[src/rtl/dss_pkg.sv]
`default_nettype none

package dss_pkg;

  // sizes
  localparam int unsigned DSS_QUEUE_DEPTH = 32;
  localparam int unsigned TRACK_W         = 16;
  localparam int unsigned SUM_W           = 23;
  localparam int unsigned TOT_W           = 22;
  localparam int unsigned METHOD_W        = 2;
  localparam int unsigned CFG_IDX_W       = 1;
  localparam int unsigned CFG_DATA_W      = 16;

  // scheduling methods
  localparam logic [METHOD_W-1:0] METHOD_FCFS = 2'd0;
  localparam logic [METHOD_W-1:0] METHOD_SCAN = 2'd1;
  localparam logic [METHOD_W-1:0] METHOD_SSTF = 2'd2;

  // register indexes
  localparam logic [CFG_IDX_W-1:0] CFG_METHOD = 1'b0;
  localparam logic [CFG_IDX_W-1:0] CFG_TRACKS = 1'b1;

  // register reset values
  localparam logic [METHOD_W-1:0] METHOD_RESET = METHOD_FCFS;
  localparam logic [TRACK_W-1:0]  TRACKS_RESET = 16'hFFFF;

  // which track an arm move goes to
  typedef enum logic [1:0] {
    EMIT_NONE,
    EMIT_BEST,
    EMIT_FCFS,
    EMIT_EDGE
  } dss_emit_e;

  // which entries a search may pick
  typedef enum logic [1:0] {
    MODE_ANY,
    MODE_UP,
    MODE_DOWN
  } dss_mode_e;

  // controller to datapath
  typedef struct packed {
    logic      store;
    logic      start;
    logic      restart;
    logic      rd_en;
    logic      rd_cmp;
    dss_emit_e emit;
    logic      fin;
    logic      clear;
    dss_mode_e mode;
  } dss_cmd_t;

  // datapath to controller
  typedef struct packed {
    logic [METHOD_W-1:0] method;
    logic                ptr_done;
    logic                found;
    logic                rem_zero;
    logic                rem_one;
    logic                out_free;
  } dss_sts_t;

endpackage

`default_nettype wire

[src/rtl/dss_req_if.sv]
`default_nettype none

interface dss_req_if
  import dss_pkg::*;
();
  logic               valid;
  logic               ready;
  logic [TRACK_W-1:0] track;
  logic               last;

  modport source (output valid, output track, output last, input ready);
  modport sink   (input valid, input track, input last, output ready);
endinterface

`default_nettype wire

[src/rtl/dss_res_if.sv]
`default_nettype none

interface dss_res_if
  import dss_pkg::*;
();
  logic               valid;
  logic               ready;
  logic [TRACK_W-1:0] served_track;
  logic [TRACK_W-1:0] seek_distance;
  logic               at_edge;
  logic [TOT_W-1:0]   total_distance;
  logic               overflow;
  logic               final_res;

  modport source (
    output valid, output served_track, output seek_distance, output at_edge,
    output total_distance, output overflow, output final_res, input ready
  );
  modport sink (
    input valid, input served_track, input seek_distance, input at_edge,
    input total_distance, input overflow, input final_res, output ready
  );
endinterface

`default_nettype wire

[src/rtl/dss_datapath.sv]
`default_nettype none

module dss_datapath
  import dss_pkg::*;
#(
  parameter int unsigned QueueDepth = DSS_QUEUE_DEPTH
) (
  input  wire logic                  clk_i,
  input  wire logic                  rst_ni,
  input  wire logic                  cfg_we_i,
  input  wire logic [CFG_IDX_W-1:0]  cfg_idx_i,
  input  wire logic [CFG_DATA_W-1:0] cfg_wdata_i,
  input  wire logic [TRACK_W-1:0]    in_track_i,
  input  wire dss_cmd_t              cmd_i,
  output dss_sts_t                   sts_o,
  input  wire logic                  out_ready_i,
  output logic                       out_valid_o,
  output logic [TRACK_W-1:0]         out_served_track_o,
  output logic [TRACK_W-1:0]         out_seek_distance_o,
  output logic                       out_at_edge_o,
  output logic [TOT_W-1:0]           out_total_distance_o,
  output logic                       out_overflow_o,
  output logic                       out_final_res_o
);

  localparam int unsigned AddrW = (QueueDepth > 1) ? $clog2(QueueDepth) : 1;
  localparam int unsigned CntW  = $clog2(QueueDepth + 1);

  // request store, read through a registered port
  logic [TRACK_W-1:0] mem_q [QueueDepth];

  logic [METHOD_W-1:0]   method_q;
  logic [TRACK_W-1:0]    tracks_q;
  logic [CntW-1:0]       count_q;
  logic [CntW-1:0]       ptr_q;
  logic [CntW-1:0]       rem_q;
  logic [QueueDepth-1:0] pend_q;
  logic                  dropped_q;
  logic [TRACK_W-1:0]    head_q;
  logic [SUM_W-1:0]      sum_q;
  logic [TRACK_W-1:0]    rd_data_q;
  logic                  rd_pend_q;
  logic [AddrW-1:0]      rd_idx_q;
  logic                  rd_cmp_q;
  logic                  found_q;
  logic [AddrW-1:0]      best_idx_q;
  logic [TRACK_W-1:0]    best_trk_q;
  logic [TRACK_W-1:0]    best_dist_q;
  logic                  out_valid_q;
  logic [TRACK_W-1:0]    out_trk_q;
  logic [TRACK_W-1:0]    out_dist_q;
  logic                  out_edge_q;
  logic [TOT_W-1:0]      out_tot_q;
  logic                  out_ovf_q;
  logic                  out_fin_q;

  logic [TRACK_W-1:0] sat_trk;
  logic               full;
  logic [TRACK_W-1:0] cand_dist;
  logic               qual;
  logic               hit;
  logic [TRACK_W-1:0] dest;
  logic [TRACK_W-1:0] emit_dist;
  logic [SUM_W-1:0]   sum_next;
  logic               out_free;

  // input saturation and store fill
  assign sat_trk = (in_track_i > tracks_q) ? tracks_q : in_track_i;
  assign full    = (count_q == CntW'(QueueDepth));

  // search compare on the entry read last cycle
  assign cand_dist = (rd_data_q > head_q) ? (rd_data_q - head_q) : (head_q - rd_data_q);

  always_comb begin
    case (cmd_i.mode)
      MODE_UP:   qual = (rd_data_q >= head_q);
      MODE_DOWN: qual = (rd_data_q <= head_q);
      default:   qual = 1'b1;
    endcase
  end

  assign hit = rd_cmp_q && rd_pend_q && qual && (!found_q || (cand_dist < best_dist_q));

  // arm move target, distance and running sum
  always_comb begin
    case (cmd_i.emit)
      EMIT_BEST: dest = best_trk_q;
      EMIT_FCFS: dest = rd_data_q;
      EMIT_EDGE: dest = tracks_q;
      default:   dest = head_q;
    endcase
  end

  assign emit_dist = (dest > head_q) ? (dest - head_q) : (head_q - dest);
  assign sum_next  = sum_q + SUM_W'(emit_dist);
  assign out_free  = !out_valid_q || out_ready_i;

  // store write and registered read
  always_ff @(posedge clk_i) begin
    if (cmd_i.store && !full) begin
      mem_q[count_q[AddrW-1:0]] <= sat_trk;
    end
    if (cmd_i.rd_en) begin
      rd_data_q <= mem_q[ptr_q[AddrW-1:0]];
      rd_pend_q <= pend_q[ptr_q[AddrW-1:0]];
      rd_idx_q  <= ptr_q[AddrW-1:0];
    end
  end

  // best candidate and output word payload
  always_ff @(posedge clk_i) begin
    if (hit) begin
      best_idx_q  <= rd_idx_q;
      best_trk_q  <= rd_data_q;
      best_dist_q <= cand_dist;
    end
    if (cmd_i.emit != EMIT_NONE) begin
      out_trk_q  <= dest;
      out_dist_q <= emit_dist;
      out_edge_q <= (cmd_i.emit == EMIT_EDGE);
      out_tot_q  <= sum_next[TOT_W-1:0];
      out_ovf_q  <= dropped_q;
      out_fin_q  <= cmd_i.fin;
    end
  end

  // control state of the datapath
  always_ff @(posedge clk_i or negedge rst_ni) begin
    if (!rst_ni) begin
      method_q    <= METHOD_RESET;
      tracks_q    <= TRACKS_RESET;
      count_q     <= '0;
      ptr_q       <= '0;
      rem_q       <= '0;
      pend_q      <= '0;
      dropped_q   <= 1'b0;
      head_q      <= '0;
      sum_q       <= '0;
      rd_cmp_q    <= 1'b0;
      found_q     <= 1'b0;
      out_valid_q <= 1'b0;
    end else begin
      // configuration writes
      if (cfg_we_i) begin
        case (cfg_idx_i)
          CFG_METHOD: method_q <= cfg_wdata_i[METHOD_W-1:0];
          CFG_TRACKS: tracks_q <= cfg_wdata_i[TRACK_W-1:0];
          default:    ;
        endcase
      end

      // request collection
      if (cmd_i.store) begin
        if (full) begin
          dropped_q <= 1'b1;
        end else begin
          pend_q[count_q[AddrW-1:0]] <= 1'b1;
          count_q <= count_q + 1'b1;
        end
      end

      // replay start
      if (cmd_i.start) begin
        head_q <= tracks_q >> 1;
        rem_q  <= count_q;
      end

      // scan pointer and best-so-far
      rd_cmp_q <= cmd_i.rd_en && cmd_i.rd_cmp;
      if (cmd_i.restart) begin
        ptr_q   <= '0;
        found_q <= 1'b0;
      end else begin
        if (cmd_i.rd_en) begin
          ptr_q <= ptr_q + 1'b1;
        end
        if (hit) begin
          found_q <= 1'b1;
        end
      end

      // arm move into the output register
      if (cmd_i.emit != EMIT_NONE) begin
        head_q      <= dest;
        sum_q       <= sum_next;
        out_valid_q <= 1'b1;
        if (cmd_i.emit == EMIT_BEST) begin
          pend_q[best_idx_q] <= 1'b0;
        end
        if (cmd_i.emit == EMIT_BEST || cmd_i.emit == EMIT_FCFS) begin
          rem_q <= rem_q - 1'b1;
        end
      end else if (out_ready_i) begin
        out_valid_q <= 1'b0;
      end

      // end of batch
      if (cmd_i.clear) begin
        pend_q    <= '0;
        count_q   <= '0;
        sum_q     <= '0;
        dropped_q <= 1'b0;
      end
    end
  end

  // status toward the controller
  assign sts_o.method   = method_q;
  assign sts_o.ptr_done = (ptr_q == count_q);
  assign sts_o.found    = found_q;
  assign sts_o.rem_zero = (rem_q == '0);
  assign sts_o.rem_one  = (rem_q == CntW'(1));
  assign sts_o.out_free = out_free;

  assign out_valid_o          = out_valid_q;
  assign out_served_track_o   = out_trk_q;
  assign out_seek_distance_o  = out_dist_q;
  assign out_at_edge_o        = out_edge_q;
  assign out_total_distance_o = out_tot_q;
  assign out_overflow_o       = out_ovf_q;
  assign out_final_res_o      = out_fin_q;

endmodule

`default_nettype wire

[src/rtl/dss_ctrl.sv]
`default_nettype none

module dss_ctrl
  import dss_pkg::*;
(
  input  wire logic     clk_i,
  input  wire logic     rst_ni,
  input  wire logic     in_valid_i,
  input  wire logic     in_last_i,
  output logic          in_ready_o,
  input  wire dss_sts_t sts_i,
  output dss_cmd_t      cmd_o
);

  typedef enum logic [3:0] {
    ST_IDLE,
    ST_START,
    ST_SRCH,
    ST_DRAIN,
    ST_PICK,
    ST_EDGE,
    ST_FRD,
    ST_FEMIT,
    ST_CLEAR
  } state_e;

  state_e state_q, state_d;
  logic   down_q, down_d;
  logic   fin_best;

  // a picked request ends the batch when it is the last pending one,
  // except on the upward sweep where the edge move still follows
  assign fin_best = ((sts_i.method != METHOD_SCAN) || down_q) && sts_i.rem_one;

  assign in_ready_o = (state_q == ST_IDLE);

  // next state and commands
  always_comb begin
    state_d       = state_q;
    down_d        = down_q;
    cmd_o         = '0;
    cmd_o.emit    = EMIT_NONE;
    if (sts_i.method == METHOD_SSTF) begin
      cmd_o.mode = MODE_ANY;
    end else if (down_q) begin
      cmd_o.mode = MODE_DOWN;
    end else begin
      cmd_o.mode = MODE_UP;
    end

    case (state_q)
      ST_IDLE: begin
        cmd_o.store = in_valid_i;
        if (in_valid_i && in_last_i) begin
          state_d = ST_START;
        end
      end
      ST_START: begin
        cmd_o.start   = 1'b1;
        cmd_o.restart = 1'b1;
        down_d        = 1'b0;
        case (sts_i.method)
          METHOD_FCFS:              state_d = ST_FRD;
          METHOD_SCAN, METHOD_SSTF: state_d = ST_SRCH;
          default:                  state_d = ST_CLEAR;
        endcase
      end
      ST_SRCH: begin
        if (sts_i.ptr_done) begin
          state_d = ST_DRAIN;
        end else begin
          cmd_o.rd_en  = 1'b1;
          cmd_o.rd_cmp = 1'b1;
        end
      end
      ST_DRAIN: begin
        state_d = ST_PICK;
      end
      ST_PICK: begin
        if (sts_i.found) begin
          if (sts_i.out_free) begin
            cmd_o.emit    = EMIT_BEST;
            cmd_o.fin     = fin_best;
            cmd_o.restart = 1'b1;
            state_d       = fin_best ? ST_CLEAR : ST_SRCH;
          end
        end else if (sts_i.method == METHOD_SCAN && !down_q) begin
          state_d = ST_EDGE;
        end else begin
          state_d = ST_CLEAR;
        end
      end
      ST_EDGE: begin
        if (sts_i.out_free) begin
          cmd_o.emit    = EMIT_EDGE;
          cmd_o.fin     = sts_i.rem_zero;
          cmd_o.restart = 1'b1;
          down_d        = 1'b1;
          state_d       = sts_i.rem_zero ? ST_CLEAR : ST_SRCH;
        end
      end
      ST_FRD: begin
        cmd_o.rd_en = 1'b1;
        state_d     = ST_FEMIT;
      end
      ST_FEMIT: begin
        if (sts_i.out_free) begin
          cmd_o.emit = EMIT_FCFS;
          cmd_o.fin  = sts_i.ptr_done;
          state_d    = sts_i.ptr_done ? ST_CLEAR : ST_FRD;
        end
      end
      ST_CLEAR: begin
        cmd_o.clear = 1'b1;
        state_d     = ST_IDLE;
      end
      default: begin
        state_d = ST_IDLE;
      end
    endcase
  end

  // state and sweep direction
  always_ff @(posedge clk_i or negedge rst_ni) begin
    if (!rst_ni) begin
      state_q <= ST_IDLE;
      down_q  <= 1'b0;
    end else begin
      state_q <= state_d;
      down_q  <= down_d;
    end
  end

endmodule

`default_nettype wire

[src/rtl/disk_seek_scheduler_top.sv]
// channel  | dir | word                                        | handshake
// req_i    | in  | track, last                                 | valid / ready
// res_o    | out | served_track, seek_distance, at_edge,       | valid / ready
//          |     | total_distance, overflow, final_res         |
// cfg      | in  | cfg_idx_i, cfg_wdata_i                      | cfg_we_i, no wait
//
// a request word without last is stored, ready stays high
// a last word starts the replay; ready stays low until the last move, if any, is
// loaded into the output register, and rises again after the clear state
// fcfs: each move is one store read followed by one output load
// scan / sstf: each served request follows a linear search through all n
// requests in the batch, one entry read per cycle, then a drain and a pick step
// a stalled result port holds the controller before each move; no clearing
// pass after reset
`default_nettype none

module disk_seek_scheduler_top
  import dss_pkg::*;
#(
  parameter int unsigned QUEUE_DEPTH = DSS_QUEUE_DEPTH
) (
  input  wire logic                  clk_i,
  input  wire logic                  rst_ni,
  input  wire logic                  cfg_we_i,
  input  wire logic [CFG_IDX_W-1:0]  cfg_idx_i,
  input  wire logic [CFG_DATA_W-1:0] cfg_wdata_i,
  dss_req_if.sink                    req_i,
  dss_res_if.source                  res_o
);

  dss_cmd_t cmd;
  dss_sts_t sts;
  logic     in_ready;

  assign req_i.ready = in_ready;

  // sequencer
  dss_ctrl u_ctrl (
    .clk_i      (clk_i),
    .rst_ni     (rst_ni),
    .in_valid_i (req_i.valid),
    .in_last_i  (req_i.last),
    .in_ready_o (in_ready),
    .sts_i      (sts),
    .cmd_o      (cmd)
  );

  // store, search and output register
  dss_datapath #(
    .QueueDepth (QUEUE_DEPTH)
  ) u_datapath (
    .clk_i                (clk_i),
    .rst_ni               (rst_ni),
    .cfg_we_i             (cfg_we_i),
    .cfg_idx_i            (cfg_idx_i),
    .cfg_wdata_i          (cfg_wdata_i),
    .in_track_i           (req_i.track),
    .cmd_i                (cmd),
    .sts_o                (sts),
    .out_ready_i          (res_o.ready),
    .out_valid_o          (res_o.valid),
    .out_served_track_o   (res_o.served_track),
    .out_seek_distance_o  (res_o.seek_distance),
    .out_at_edge_o        (res_o.at_edge),
    .out_total_distance_o (res_o.total_distance),
    .out_overflow_o       (res_o.overflow),
    .out_final_res_o      (res_o.final_res)
  );

endmodule

`default_nettype wire

[src/flat_wrapper.sv]
// flat-port wrapper written by rule: the top's interface ports become plain ports
module disk_seek_scheduler_top_flat import dss_pkg::*;
#(
  parameter int unsigned QUEUE_DEPTH = DSS_QUEUE_DEPTH
)
  (clk_i, rst_ni, cfg_we_i, cfg_idx_i, cfg_wdata_i, req_i_valid, req_i_track, req_i_last, req_i_ready, res_o_valid, res_o_served_track, res_o_seek_distance, res_o_at_edge, res_o_total_distance, res_o_overflow, res_o_final_res, res_o_ready);
  dss_req_if req_i_i ();
  dss_res_if res_o_i ();
  input  wire logic clk_i;
  input  wire logic rst_ni;
  input  wire logic cfg_we_i;
  input  wire logic [CFG_IDX_W-1:0] cfg_idx_i;
  input  wire logic [CFG_DATA_W-1:0] cfg_wdata_i;
  input wire logic [$bits(req_i_i.valid)-1:0] req_i_valid;
  input wire logic [$bits(req_i_i.track)-1:0] req_i_track;
  input wire logic [$bits(req_i_i.last)-1:0] req_i_last;
  output wire logic [$bits(req_i_i.ready)-1:0] req_i_ready;
  output wire logic [$bits(res_o_i.valid)-1:0] res_o_valid;
  output wire logic [$bits(res_o_i.served_track)-1:0] res_o_served_track;
  output wire logic [$bits(res_o_i.seek_distance)-1:0] res_o_seek_distance;
  output wire logic [$bits(res_o_i.at_edge)-1:0] res_o_at_edge;
  output wire logic [$bits(res_o_i.total_distance)-1:0] res_o_total_distance;
  output wire logic [$bits(res_o_i.overflow)-1:0] res_o_overflow;
  output wire logic [$bits(res_o_i.final_res)-1:0] res_o_final_res;
  input wire logic [$bits(res_o_i.ready)-1:0] res_o_ready;
  assign req_i_i.valid = req_i_valid;
  assign req_i_i.track = req_i_track;
  assign req_i_i.last = req_i_last;
  assign req_i_ready = req_i_i.ready;
  assign res_o_valid = res_o_i.valid;
  assign res_o_served_track = res_o_i.served_track;
  assign res_o_seek_distance = res_o_i.seek_distance;
  assign res_o_at_edge = res_o_i.at_edge;
  assign res_o_total_distance = res_o_i.total_distance;
  assign res_o_overflow = res_o_i.overflow;
  assign res_o_final_res = res_o_i.final_res;
  assign res_o_i.ready = res_o_ready;
  disk_seek_scheduler_top #(.QUEUE_DEPTH(QUEUE_DEPTH)) u_core (.clk_i(clk_i), .rst_ni(rst_ni), .cfg_we_i(cfg_we_i), .cfg_idx_i(cfg_idx_i), .cfg_wdata_i(cfg_wdata_i), .req_i(req_i_i), .res_o(res_o_i));
endmodule
[config.mk]
export PLATFORM = sky130hd
export DESIGN_NAME = disk_seek_scheduler_top_flat
export DESIGN_NICKNAME = d
export VERILOG_FILES = /design/src/rtl/dss_pkg.sv /design/src/rtl/dss_req_if.sv /design/src/rtl/dss_res_if.sv /design/src/rtl/dss_datapath.sv /design/src/rtl/dss_ctrl.sv /design/src/rtl/disk_seek_scheduler_top.sv /design/src/flat_wrapper.sv
export SDC_FILE = /design/constraint.sdc
export NUM_CORES = 1
export LEC_CHECK = 0
export BUFFER_PORTS_ARGS = -buffer_cell sky130_fd_sc_hd__buf_2
export CAP_MARGIN = 30
export CORE_ASPECT_RATIO = 0.5
export CORE_UTILIZATION = 26
export DETAILED_ROUTE_END_ITERATION = 7
export GPL_TIMING_DRIVEN = 0
export PLACE_DENSITY = 0.5
export SYNTH_ARGS = -nofsm -noshare
export SYNTH_HDL_FRONTEND = slang
export SYNTH_SLANG_ARGS = --single-unit
[constraint.sdc]
create_clock -name clk_i -period 8.25 [get_ports clk_i]
set_clock_uncertainty 0.2 [all_clocks]
set_input_delay 0.825 -clock clk_i [delete_from_list [all_inputs] [get_ports clk_i]]
set_output_delay 0.825 -clock clk_i [all_outputs]
set_load 0.005 [all_outputs]
==> impl.org <==
** Place
- IO buf count :: 97
- Detailed placement ended at an HPWL of 71900 um.
- Worst slack after detailed placement :: -732 ps
- Routability-driven placement finished with a final weighted congestion of 0.866.
- The number of placed instances, taps included, is about 4000.

** STA
- At the pin with the least slew margin, the transition time is around 990 ps.
- Count of final setup violators :: 0
- Slew Limit Headroom :: 0.339
- Worst path setup slack after routing :: 458 ps
- Min Clock Period, post-route :: 7790 ps
- Setup repair after global routing left no endpoint under its margin.
- The total count of hold-check failures in the final report came to 0.
- Derived from the worst setup path, the maximum achievable clock frequency is 128 MHz.
- Post-Route Setup TNS :: 0 ps
- Share of the clock period used by the worst path :: 0.944
- The final-report max-slew violation count was 0.

** Cells and area
- The multi-input combinational cells in the finished layout cover a total of 11700 um2.
- The repair_antennas step left the layout with diodes totalling 0.
- Once layout is complete, the utilization of the core stands at 0.312.
- Counting the fill cells in the layout gives approximately 13000.
- Share of final-layout standard cells stronger than drive strength 1 :: 0.253
- Final #Nets :: 2571
- Leaving out filler cells and counting taps, the final layout contains 4225.
- From synthesis to final layout, the design area changed by 18.3%.
- In the final layout, flip-flops and latches occupy 21800 um2.

** Logic synthesis
- Of all flip-flops after synthesis, the portion carrying an async set or reset was 0.155.
- The Yosys step of the flow raised 0 warnings.
- Averaged over all synthesized cells, the footprint is roughly 16 um2.
- Number of synthesized flops with an enable pin :: ~630
- Number of distinct standard cells referenced by the synthesized netlist :: 81
- Counting every net in the synthesized netlist gives 2345.
- Synthesized instance count :: about 2200
- The share of the Yosys chip area taken by registers is 0.638.
- The most used flip-flop cell after synthesis is sky130_fd_sc_hd__edfxtp_1.
- The synthesized design contains 743 register bits.
- Summing every instance area after synthesis gives 34100 um2.

** Worst hold path
- Type of the worst min-delay path :: register to register
- Hold Path Origin :: u_core.u_datapath.rd_idx_q[1]
- Capture endpoint of the worst hold path :: u_core.u_datapath.best_idx_q[1]
- Along the worst hold path, the cell count comes to 0.

** Worst setup path
- Crit-path leading delay family :: simple AND/OR/NAND/NOR gates
- The startpoint identified for the worst register-to-register timing path is u_core.u_ctrl.state_q[3].
- STA classifies the critical path endpoint as a register.
- Number of cells traversed by the worst register-to-register path :: 27
- R2R Setup Slk :: 460 ps
- Of all nets on the critical path, the largest fanout is 10.
- Sum of buffers and inverters on the critical path :: 7
- The worst setup path is launched from a register.
- The worst register-to-register path ends at u_core.u_datapath.out_total_distance_o[18].
- On the worst path, the slowest cell contributes a delay of 530 ps.
- Cell with the biggest individual delay on the critical path :: sky130_fd_sc_hd__ha_1
- The setup path with the least slack is of type register to register.
- At the worst endpoint, the required time is 8410 ps.
- Data arrives at the worst endpoint at 7950 ps.

** Floorplan
- In this run the standard cell core region covers 129000 um2.
- The floorplan step defined a die boundary enclosing around 130000 um2.
- Pin placement for this block handled 98 I/O pins.
- For this configuration, the core starts out at a cell density of 0.263.
- Die width :: 514 um
- After floorplanning, the core was divided into 93 placement rows.
- Die Span Y :: between 200 and 300 um

** Global route
- The number of global-route vias before repair was 20600.
- Across every metal layer, demand over resource in global routing totals 0.149.
- The number of antenna violations at the first check in global routing came to 4.
- The first global-routing pass estimated between 100000 and 150000 um of wire.
- Largest net degree at the start of global routing :: 59
- Global route total overflow :: 0

** Clock network
- Buffers inserted during clock tree synthesis total 78.
- Library cell used as clock root buffer :: sky130_fd_sc_hd__clkbuf_16
- Clock-pin slew was measured on the worst setup and hold paths at 60 ps.
- The tree built by TritonCTS fans out to 743 sinks.
- TritonCTS built the clock tree.
- The clock passes through at most 3 buffers.
- Clock latency on the worst-skew pair :: 630 ps
- The clock tree synthesis step divided the H-tree into 3 levels.

** Routing
- The final route contains slightly above 20000 vias.
- The detail route stage leaves a number of antenna-violating nets equal to 0.
- Routed length per instance :: 23.7 um
- After the first detailed-routing iteration, the DRC count stood at ~1700.
- In the routed design, unresolved DRC markers number 0.
- Drt pass-1 iters :: 5
- DR vias/cell :: 4.82
- Total wire length after detailed routing :: 100000 um

** Power and ir drop
- Leakage Power :: 14.1 nW
- Power spread over the standard cell area amounts to 197 nW/um2.
- Maximum resistive drop on vdd :: 0.135 mV

** Run status
- The run finished with clean final reports.

** Job
- Max-cap viol count :: 0
[through the flow]
step,cell area (um2),power (W),hold WS [ps]
floorplan,34100,0.00445,200
global placement,36800,0.00460,203
detailed placement,37800,0.00462,205
CTS,40300,0.00804,190
global route,40300,0.00819,207
finish,40300,0.00795,218
[how the worst max path moves through the flow]
stage / from / to / slack, ps / depth (start not counted)
floorplan: res_o_ready / u_core.u_datapath.out_total_distance_o[20] / 70 / 23
global placement: res_o_ready / u_core.u_datapath.out_total_distance_o[18] / -3760 / 23
detailed placement: res_o_ready / u_core.u_datapath.out_total_distance_o[15] / -730 / 26
CTS: u_core.u_ctrl.state_q[2] / u_core.u_datapath.out_total_distance_o[18] / 20 / 28
global route: u_core.u_ctrl.state_q[3] / u_core.u_datapath.sum_q[18] / 4 / 28
finish: u_core.u_ctrl.state_q[3] / u_core.u_datapath.out_total_distance_o[18] / 460 / 27
[cell usage after synthesis, types with 19 or more instances]
master                       n  area, um2
sky130_fd_sc_hd__o21a_1     19        143
sky130_fd_sc_hd__a21o_1     27        203
sky130_fd_sc_hd__dfrtp_1    99       2480
sky130_fd_sc_hd__a31oi_1    22        138
sky130_fd_sc_hd__o221a_2    31        349
sky130_fd_sc_hd__nand3_1    24        120
sky130_fd_sc_hd__a21oi_1    88        440
sky130_fd_sc_hd__mux2_2     52        586
sky130_fd_sc_hd__edfxtp_1  628      18900
sky130_fd_sc_hd__xnor2_1    34        298
sky130_fd_sc_hd__xor2_1     29        254
sky130_fd_sc_hd__a211oi_1   31        233
sky130_fd_sc_hd__nand2_1   119        447
sky130_fd_sc_hd__nor2_1    108        405
sky130_fd_sc_hd__ha_1      120       1500
sky130_fd_sc_hd__mux4_2    170       3830
sky130_fd_sc_hd__mux2i_1    20        200
sky130_fd_sc_hd__o21ai_0    68        340
sky130_fd_sc_hd__inv_1     109        409
sky130_fd_sc_hd__nand4_1    19        119
sky130_fd_sc_hd__clkbuf_1   78        293
[report_power, final]
part	internal (W)	switching, W
sequential	0.00422	0.0000424
clock	0.00191	0.00151
combinational	0.0000571	0.000216
total	0.00618	0.00177
[per-layer routing]
metal	vias up	part of all wire	GRT usage
met2	542	0.48	0.250
met1	10700	0.45	0.204
met3	108	0.045	0.0182
li1	9023	-	-
met5	-	0	0
met4	0	0.021	0.0366
[cells in the final DEF (no fill, tap or decap), types with 27 or more instances in the layout]
cell type                     n
sky130_fd_sc_hd__a21oi_1     85
sky130_fd_sc_hd__dfrtp_1     99
sky130_fd_sc_hd__nand2_1    119
sky130_fd_sc_hd__a21o_1      27
sky130_fd_sc_hd__edfxtp_1   628
sky130_fd_sc_hd__buf_8       29
sky130_fd_sc_hd__o221a_2     31
sky130_fd_sc_hd__nor2_2      27
sky130_fd_sc_hd__mux2_2      52
sky130_fd_sc_hd__ha_1       120
sky130_fd_sc_hd__o21ai_0     66
sky130_fd_sc_hd__inv_1      109
sky130_fd_sc_hd__clkbuf_1    90
sky130_fd_sc_hd__nor2_1      77
sky130_fd_sc_hd__mux4_2     170
sky130_fd_sc_hd__buf_2      116
sky130_fd_sc_hd__clkbuf_16   78
sky130_fd_sc_hd__xnor2_1     34
[what timing repair did]
action | CTS | global route
setup endpoints to repair | 26 | 22
resized for setup | 13 | 17
endpoints found under the hold margin | 5 | 0
pin swaps | 0 | 1
buffers inserted | 0 | 1
hold buffers | 1 | 0
[state kept, by name, summed over array words and instances, names as in the netlist, 2 cells and up]
name,count
u_core.u_datapath.sum_q,22
u_core.u_datapath.best_idx_q,5
u_core.u_datapath.rd_idx_q,5
u_core.u_datapath.count_q,6
u_core.u_ctrl.state_q,4
u_core.u_datapath.ptr_q,6
u_core.u_datapath.rd_data_q,16
u_core.u_datapath.best_trk_q,16
u_core.u_datapath.head_q,16
u_core.u_datapath.out_seek_distance_o,16
u_core.u_datapath.method_q,2
u_core.u_datapath.best_dist_q,16
u_core.u_datapath.tracks_q,16
u_core.u_datapath.out_total_distance_o,22
u_core.u_datapath.out_served_track_o,16
u_core.u_datapath.pend_q,32
u_core.u_datapath.rem_q,6
u_core.u_datapath.mem_q,512
[final cells by class]
class / count / area share
flip-flops and latches: 743 / 0.539
inverters: 109 / 0.0101
repair buffers: 149 / 0.0348
plain buffers: 108 / 0.0114
clock buffers: 106 / 0.0525
multi-input cells: 1218 / 0.289
well taps: 1757 / 0.0545
clock inverters: 35 / 0.00834
[cell families after synthesis]
group | share of synthesized area
fa+ha+maj | 0.0470
xor+xnor | 0.0162
flops | 0.638
buf+inv | 0.0253
mux | 0.135
simple gates | 0.0569
compound gates | 0.0812
(Power assumes the default switching activity.)
